File: config.mk
export PLATFORM = sky130hd
export DESIGN_NAME = lru_lookup_cache
export DESIGN_NICKNAME = d
export VERILOG_FILES = /design/src/hdl/lru_pkg.sv /design/src/hdl/lru_ctrl.sv /design/src/hdl/lru_dpath.sv /design/src/hdl/lru_lookup_cache.sv
export SDC_FILE = /design/constraint.sdc
export NUM_CORES = 2
export LEC_CHECK = 0
export BUFFER_PORTS_ARGS = -buffer_cell sky130_fd_sc_hd__buf_2
export CELL_PAD_IN_SITES_DETAIL_PLACEMENT = 2
export CELL_PAD_IN_SITES_GLOBAL_PLACEMENT = 2
export CORE_MARGIN = 4
export CORE_UTILIZATION = 39
export DETAILED_ROUTE_END_ITERATION = 10
export PLACE_DENSITY_LB_ADDON = 0.25
export SYNTH_ARGS = -nofsm -noshare
export SYNTH_HDL_FRONTEND = slang
export SYNTH_SLANG_ARGS = --single-unit
export TNS_END_PERCENT = 10
File: constraint.sdc
create_clock -name aclk -period 9.7 [get_ports aclk]
set_input_delay 0 -clock aclk [delete_from_list [all_inputs] [get_ports aclk]]
set_output_delay 0 -clock aclk [all_outputs]
set_load 0.05 [all_outputs]
File: src/hdl/lru_pkg.sv
`timescale 1ns / 1ps
`default_nettype none

package lru_pkg;

    localparam int ENTRIES   = 16;
    localparam int TAG_BITS  = 64;
    localparam int DATA_W    = 64;
    localparam int KEY_W     = 64;
    localparam int CAP_W     = 5;
    localparam int IDX_W     = $clog2(ENTRIES);
    localparam int CNT_W     = $clog2(ENTRIES + 1);
    localparam logic [CAP_W-1:0] CAP_RESET = CAP_W'(16);

    localparam logic FUNC_LOOKUP = 1'b0;
    localparam logic FUNC_INSERT = 1'b1;

    typedef logic [ENTRIES-1:0] entry_vec_t;

    // controller to datapath
    typedef struct packed {
        logic capture;
        logic search;
        logic update;
    } lru_cmd_t;

endpackage

`default_nettype wire

File: src/hdl/lru_ctrl.sv
`timescale 1ns / 1ps
`default_nettype none

module lru_ctrl (
    input  wire               aclk,
    input  wire               aresetn,
    input  wire               s_valid,
    output logic              s_ready,
    output logic              m_valid,
    input  wire               m_ready,
    output lru_pkg::lru_cmd_t cmd
);
    import lru_pkg::*;

    localparam logic [1:0] ST_IDLE   = 2'd0;
    localparam logic [1:0] ST_SEARCH = 2'd1;
    localparam logic [1:0] ST_UPDATE = 2'd2;

    logic [1:0] state_reg, state_next;
    logic       out_valid_reg, out_valid_next;
    logic       out_free;

    assign out_free = !out_valid_reg || m_ready;
    assign s_ready  = (state_reg == ST_IDLE);
    assign m_valid  = out_valid_reg;

    always_comb begin
        state_next     = state_reg;
        out_valid_next = out_valid_reg && !m_ready;
        cmd            = '0;
        case (state_reg)
            ST_IDLE: begin
                if (s_valid) begin
                    cmd.capture = 1'b1;
                    state_next  = ST_SEARCH;
                end
            end
            ST_SEARCH: begin
                cmd.search = 1'b1;
                state_next = ST_UPDATE;
            end
            ST_UPDATE: begin
                // hold until the output register is free
                if (out_free) begin
                    cmd.update     = 1'b1;
                    out_valid_next = 1'b1;
                    state_next     = ST_IDLE;
                end
            end
            default: begin
                state_next = ST_IDLE;
            end
        endcase
    end

    always_ff @(posedge aclk) begin
        if (!aresetn) begin
            state_reg     <= ST_IDLE;
            out_valid_reg <= 1'b0;
        end else begin
            state_reg     <= state_next;
            out_valid_reg <= out_valid_next;
        end
    end

endmodule

`default_nettype wire

File: src/hdl/lru_dpath.sv
`timescale 1ns / 1ps
`default_nettype none

module lru_dpath (
    input  wire                          aclk,
    input  wire                          aresetn,
    input  wire  lru_pkg::lru_cmd_t      cmd,
    input  wire                          cfg_we,
    input  wire  [lru_pkg::CAP_W-1:0]    cfg_data,
    input  wire                          s_func,
    input  wire  [lru_pkg::KEY_W-1:0]    s_key,
    input  wire  [lru_pkg::DATA_W-1:0]   s_value,
    output logic                         m_hit,
    output logic [lru_pkg::DATA_W-1:0]   m_value_out,
    output logic                         m_evicted,
    output logic [lru_pkg::KEY_W-1:0]    m_evicted_key
);
    import lru_pkg::*;

    // entry store: tags compared in parallel, no reset on tag/data
    logic [TAG_BITS-1:0] tag_reg  [ENTRIES];
    logic [DATA_W-1:0]   data_reg [ENTRIES];
    entry_vec_t          valid_reg, valid_next;
    logic [IDX_W-1:0]    rank_reg [ENTRIES];
    logic [IDX_W-1:0]    rank_next [ENTRIES];
    logic [CNT_W-1:0]    fill_reg, fill_next;
    logic [CAP_W-1:0]    cap_reg;

    // captured item
    logic                func_reg;
    logic [TAG_BITS-1:0] key_reg;
    logic [DATA_W-1:0]   value_reg;

    // search results
    entry_vec_t          match_reg, old_reg, second_reg, free_reg;
    logic                hit_reg;
    logic [IDX_W-1:0]    match_rank_reg;

    entry_vec_t          match_vec, old_vec, second_vec, free_vec, invalid_vec;
    logic [IDX_W-1:0]    match_rank;
    logic [CNT_W-1:0]    fill_m1, fill_m2;

    // update
    logic [CNT_W-1:0]    cap_eff;
    logic                ins_hit, ins_miss, look_hit, evict_en;
    entry_vec_t          victim_vec, slot_vec;
    logic [DATA_W-1:0]   hit_data;
    logic [TAG_BITS-1:0] victim_tag;

    // search stage
    assign fill_m1     = fill_reg - CNT_W'(1);
    assign fill_m2     = fill_reg - CNT_W'(2);
    assign invalid_vec = ~valid_reg;
    assign free_vec    = invalid_vec & (~invalid_vec + entry_vec_t'(1));

    always_comb begin
        match_rank = '0;
        for (int i = 0; i < ENTRIES; i++) begin
            match_vec[i]  = valid_reg[i] && (tag_reg[i] == key_reg);
            // valid ranks are a permutation of 0..fill-1
            old_vec[i]    = valid_reg[i] && (CNT_W'(rank_reg[i]) == fill_m1);
            second_vec[i] = valid_reg[i] && (CNT_W'(rank_reg[i]) == fill_m2);
            if (match_vec[i]) begin
                match_rank = match_rank | rank_reg[i];
            end
        end
    end

    // update stage
    always_comb begin
        if (cap_reg == '0) begin
            cap_eff = CNT_W'(1);
        end else if (int'(cap_reg) > ENTRIES) begin
            cap_eff = CNT_W'(ENTRIES);
        end else begin
            cap_eff = CNT_W'(cap_reg);
        end
    end

    assign look_hit = (func_reg == FUNC_LOOKUP) && hit_reg;
    assign ins_hit  = (func_reg == FUNC_INSERT) && hit_reg;
    assign ins_miss = (func_reg == FUNC_INSERT) && !hit_reg;

    always_comb begin
        evict_en = 1'b0;
        if (ins_hit) begin
            evict_en = (fill_reg > cap_eff);
        end else if (ins_miss) begin
            evict_en = (fill_reg >= cap_eff) || (int'(fill_reg) >= ENTRIES);
        end
        // when the hit entry was least recent, promotion moves the
        // second-oldest into the LRU position
        if (!evict_en) begin
            victim_vec = '0;
        end else if (ins_hit && (match_reg == old_reg)) begin
            victim_vec = second_reg;
        end else begin
            victim_vec = old_reg;
        end
        slot_vec = evict_en ? old_reg : free_reg;
    end

    always_comb begin
        hit_data   = '0;
        victim_tag = '0;
        for (int i = 0; i < ENTRIES; i++) begin
            if (match_reg[i]) begin
                hit_data = hit_data | data_reg[i];
            end
            if (victim_vec[i]) begin
                victim_tag = victim_tag | tag_reg[i];
            end
        end
    end

    always_comb begin
        valid_next = valid_reg;
        fill_next  = fill_reg;
        for (int i = 0; i < ENTRIES; i++) begin
            rank_next[i] = rank_reg[i];
            if (look_hit || ins_hit) begin
                if (match_reg[i]) begin
                    rank_next[i] = '0;
                end else if (valid_reg[i] && (rank_reg[i] < match_rank_reg)) begin
                    rank_next[i] = rank_reg[i] + IDX_W'(1);
                end
                if (victim_vec[i]) begin
                    valid_next[i] = 1'b0;
                    rank_next[i]  = '0;
                end
            end else if (ins_miss) begin
                if (slot_vec[i]) begin
                    valid_next[i] = 1'b1;
                    rank_next[i]  = '0;
                end else if (valid_reg[i]) begin
                    rank_next[i] = rank_reg[i] + IDX_W'(1);
                end
            end
        end
        if (ins_hit && evict_en) begin
            fill_next = fill_reg - CNT_W'(1);
        end else if (ins_miss && !evict_en) begin
            fill_next = fill_reg + CNT_W'(1);
        end
    end

    always_ff @(posedge aclk) begin
        if (!aresetn) begin
            valid_reg <= '0;
            fill_reg  <= '0;
            cap_reg   <= CAP_RESET;
            for (int i = 0; i < ENTRIES; i++) begin
                rank_reg[i] <= '0;
            end
        end else begin
            if (cfg_we) begin
                cap_reg <= cfg_data;
            end
            if (cmd.update) begin
                valid_reg <= valid_next;
                fill_reg  <= fill_next;
                for (int i = 0; i < ENTRIES; i++) begin
                    rank_reg[i] <= rank_next[i];
                end
            end
        end
    end

    always_ff @(posedge aclk) begin
        if (cmd.capture) begin
            func_reg  <= s_func;
            key_reg   <= s_key[TAG_BITS-1:0];
            value_reg <= s_value;
        end
        if (cmd.search) begin
            match_reg      <= match_vec;
            old_reg        <= old_vec;
            second_reg     <= second_vec;
            free_reg       <= free_vec;
            hit_reg        <= |match_vec;
            match_rank_reg <= match_rank;
        end
        if (cmd.update) begin
            for (int i = 0; i < ENTRIES; i++) begin
                if (ins_miss && slot_vec[i]) begin
                    tag_reg[i]  <= key_reg;
                    data_reg[i] <= value_reg;
                end else if (ins_hit && match_reg[i]) begin
                    data_reg[i] <= value_reg;
                end
            end
            m_hit         <= hit_reg;
            m_value_out   <= look_hit ? hit_data : '0;
            m_evicted     <= evict_en;
            m_evicted_key <= KEY_W'(victim_tag);
        end
    end

endmodule

`default_nettype wire

File: src/hdl/lru_lookup_cache.sv
`timescale 1ns / 1ps
`default_nettype none

// Fully associative LRU cache of 16 key/value entries. An item is a lookup
// (s_func 0) or an insert (s_func 1); each gives exactly one result. The item
// is captured at the edge that accepts it; the next cycle does the parallel tag
// compare and LRU search over all entries, and the update state that follows
// does the rank/valid update and registers the result once the output register
// is free. The controller handles one item at a time, so a new item is not
// accepted until the previous one has finished its update; the input is taken
// again while the previous result still waits in the output register, and that
// next item then holds in its update state until the waiting result is taken.
// Capacity (cfg_data, reset 16) may be written any time the block is idle;
// 0 acts as 1 and values above 16 act as 16. Lowering it drops nothing at once:
// each later insert evicts at most one least recent entry.
module lru_lookup_cache (
    input  wire                          aclk,
    input  wire                          aresetn,
    input  wire                          cfg_valid,
    output logic                         cfg_ready,
    input  wire  [lru_pkg::CAP_W-1:0]    cfg_data,
    input  wire                          s_valid,
    output logic                         s_ready,
    input  wire                          s_func,
    input  wire  [lru_pkg::KEY_W-1:0]    s_key,
    input  wire  [lru_pkg::DATA_W-1:0]   s_value,
    output logic                         m_valid,
    input  wire                          m_ready,
    output logic                         m_hit,
    output logic [lru_pkg::DATA_W-1:0]   m_value_out,
    output logic                         m_evicted,
    output logic [lru_pkg::KEY_W-1:0]    m_evicted_key
);
    import lru_pkg::*;

    lru_cmd_t cmd;

    assign cfg_ready = 1'b1;

    lru_ctrl u_ctrl (
        .aclk    (aclk),
        .aresetn (aresetn),
        .s_valid (s_valid),
        .s_ready (s_ready),
        .m_valid (m_valid),
        .m_ready (m_ready),
        .cmd     (cmd)
    );

    lru_dpath u_dpath (
        .aclk          (aclk),
        .aresetn       (aresetn),
        .cmd           (cmd),
        .cfg_we        (cfg_valid),
        .cfg_data      (cfg_data),
        .s_func        (s_func),
        .s_key         (s_key),
        .s_value       (s_value),
        .m_hit         (m_hit),
        .m_value_out   (m_value_out),
        .m_evicted     (m_evicted),
        .m_evicted_key (m_evicted_key)
    );

endmodule

`default_nettype wire

==> reports/metrics.yaml <==
floorplanning:
  die_x_um: 522.1
  die-height_um: 522.1
  core_um2: 262700
  core.rowCount: 188
  start_util: 0.3923
  dieArea_um2: 272600
  num_io_pins: 272
worst_setup_path:
  cp-start-kind: "register"
  end_kind: "register"
  cp.required_ns: 10.19
  worstPathArrival_ns: 6.35
  path_max_fanout: 37
  crit_type: "reg2reg"
cells_and_area:
  layout-drive-gt1-share: 0.1350
  multi_input_area_um2: 27690
  area_delta_synth_final_pct: 17.94
  layout.nets: 7415
  regArea_um2: 73850
  fillCellCount: 24590
timing:
  rsz0062_at_grt: "false"
  timing.hold.ws_ns: 0.1149
  skew_ns: 0.08685
  clock.fmax_ghz: 0.1706
  tightest_slew_ns: 1.612
  setup_viol_count_final: 0
  setup_tns_ns: 0
  timing.final.hold_violations: 0
  slew_violations: 8
  layout_min_cycle_time_ns: 5.863
  fin_crit_sh: 0.6045
  max_slew_margin: -0.08229
synth:
  synth_area_leaders: "edfxtp_1 (71%), xnor2_1 (4.5%), a221oi_1 (4.2%), a22o_1 (4.0%), xor2_1 (3.2%)"
  synth_area_per_cell_um2: 15.81
  synth_mux_area_frac: 0.001857
  synth_common_cells: "edfxtp_1 (2,440), xnor2_1 (524), a221oi_1 (490), a22o_1 (474), xor2_1 (379)"
  synth_top_family_by_area: "compound AO/OA/AOI/OAI gates"
  netlist_area_um2: 103100
  synth_compound_area_frac: 0.1230
  synth_ff_type: "edfxtp_1"
  ys_seq_area_frac: 0.7164
  yosysTopAreaCell: "edfxtp_1"
  synth_top_cell_area_share: 0.7108
  synthCells: 6522
  synth-adder-area-share: 0.008982
  synth_nets: 6735
  synth_cell_types: 65
  synthArstFlopShare: 0
  yosys.area_share.simple: 0.05095
  synth-edff-count: 2440
  synth-seq-cells: 2469
  synth_xor_area_frac: 0.07672
  yosysMostFrequentCell: "edfxtp_1"
  yosysWarnings: 0
global_routing:
  grt_max_degree: 69
  overflow: 0
  grt_pass1_wl_um: 777900
  grt_pass1_vias: 75470
  antenna_found_initial: 77
  grtUsageTotal: 0.4308
pwr:
  clkPwrFrac: 0.431
  p_sw_uw: 6455
  pwr-share-comb: 0.080
  max-vdd-ir-drop_mv: 0.1571
  p_leak_uw: 0.03938
  sw_frac_of_total: 0.2592
  sequentialPowerShare: 0.488
  p_int_uw: 18450
  p_per_area_nw_per_um2: 204.8
run_status:
  status: "finished, violations left"
  violations: "capacitance limit, slew limit"
worst_hold_path:
  min_path_type: "in2reg"
cts:
  cts_resized: 0
  cts_sinks: 2469
  clk_latency_ns: 0.93
  cts-root-buf: "clkbuf_16"
  cts_tree: "built"
  cts_buffers: 286
  htreeDepth: 5
  clk_pin_slew_ns: 0.06
  cts_setup_buffers: 0
  cts_buffer_depth: 4
placement:
  gp_congestion: 1.097
  io_buffers: 270
  post-dp-hpwl_um: 410200
route:
  drt-total-wl_um: 601900
  drtIter0Drc: 14890
  vias: 77410
  ant_nets: 0
  route.detailed.drc: 0
  wl_per_cell_um: 54.97
  drt_pass1_iterations: 7
  viasPerCell: 7.071
run:
  maxCapViolCount: 6
-- final timing paths --
kind                                          start                  endpoint  slack, ns  cells after the start
worst max-delay path            u_dpath.fill_reg[0]  u_dpath.data_reg[1][459]       3.84                     14
worst min register to register  u_dpath.fill_reg[4]       u_dpath.fill_reg[4]       0.60                      2
worst min-delay path                      cfg_valid        u_dpath.cap_reg[4]       0.11                      3
worst max register to register  u_dpath.fill_reg[0]  u_dpath.data_reg[1][459]       3.84                     14
-- per-layer routing --
metal,GRT usage,share of wire
met5,0.001755,0.0010
met4,0.2864,0.084
met3,0.1331,0.12
met2,0.6412,0.43
met1,0.5413,0.36
-- area by class of cell --
cell class                 count  area share
sequential                  2469      0.6074
multi-input combinational   3502      0.2277
clock buffer                 353     0.06196
timing repair buffer         816     0.05203
tap                         3515     0.03617
clock inverter               139     0.01017
inverter                     127    0.003921
antenna                       27   0.0005557
-- worst max-delay path: stages, from the launching register on --
cell and delay [ns]:
dfxtp_1 0.31, buf_4 0.35, inv_1 0.18, ha_1 0.33
and4_1 0.18, a21oi_1 0.21, o2bb2ai_2 0.18, nand2_2 0.11
buf_4 0.52, clkinv_1 0.55, mux2_2 0.40, nor2b_4 0.15
buf_4 0.65, a21o_4 0.54, buf_4 0.67
-- cell families after synthesis --
kind of cell,after synthesis
AO/OA/AOI/OAI,1579
XOR/XNOR,903
adder cells (fa/ha/maj),74
buffers and inverters,551
flip-flops,2469
multiplexers,18
other,1
AND/OR/NAND/NOR,927
-- layout by cell type, fill, tap and decap left out, drive strengths merged, types with 18 or more instances in the layout --
master / Yosys / layout
o21ai: 57 / 57
nor2: 102 / 102
a21o: 18 / 18
nand2: 69 / 69
nand3: 84 / 84
a221oi: 490 / 490
diode: 0 / 27
dlygate4sd3: 0 / 285
bufinv: 0 / 18
a31oi: 74 / 74
nor4: 128 / 128
nor3: 79 / 79
clkinv: 10 / 116
xnor2: 524 / 524
xor2: 379 / 379
and3: 74 / 74
o2bb2ai: 45 / 45
a22o: 474 / 474
nor2b: 66 / 66
edfxtp: 2440 / 2440
inv: 117 / 130
nand4: 224 / 224
buf: 200 / 531
a21oi: 84 / 84
a22oi: 175 / 175
ha: 74 / 74
nand2b: 48 / 48
dfxtp: 29 / 29
o22ai: 78 / 78
clkbuf: 224 / 353
-- per-stage QoR --
step           setup slack [ns]    util  power (µW)  instances  cell area, µm²
2_1_floorplan             1.510       -       13080       6522          103100
3_3_place_gp              4.018  0.4182       14080      10140          109900
6_report                  3.837  0.4627       24900      10950          121600
5_1_grt                   3.678  0.4625       25330      10920          121500
3_5_place_dp              3.923  0.4182       14160      10140          109900
4_1_cts                   3.855  0.4624       24760      10920          121500
-- power by group through the flow --
stage | combinational, µW | clock [µW] | sequential, µW
2_1_floorplan | 740 | 0 | 12300
3_3_place_gp | 1740 | 0 | 12300
3_5_place_dp | 1780 | 0 | 12400
4_1_cts | 1890 | 10700 | 12200
5_1_grt | 1970 | 11200 | 12200
6_report | 1990 | 10700 | 12200
-- timing repair --
item,in CTS,in global routing
hold buffers,285,0
endpoints found under the setup margin,0,0
endpoints found under the hold margin,192,0
Note: power is estimated with default switching activity, not from simulation.
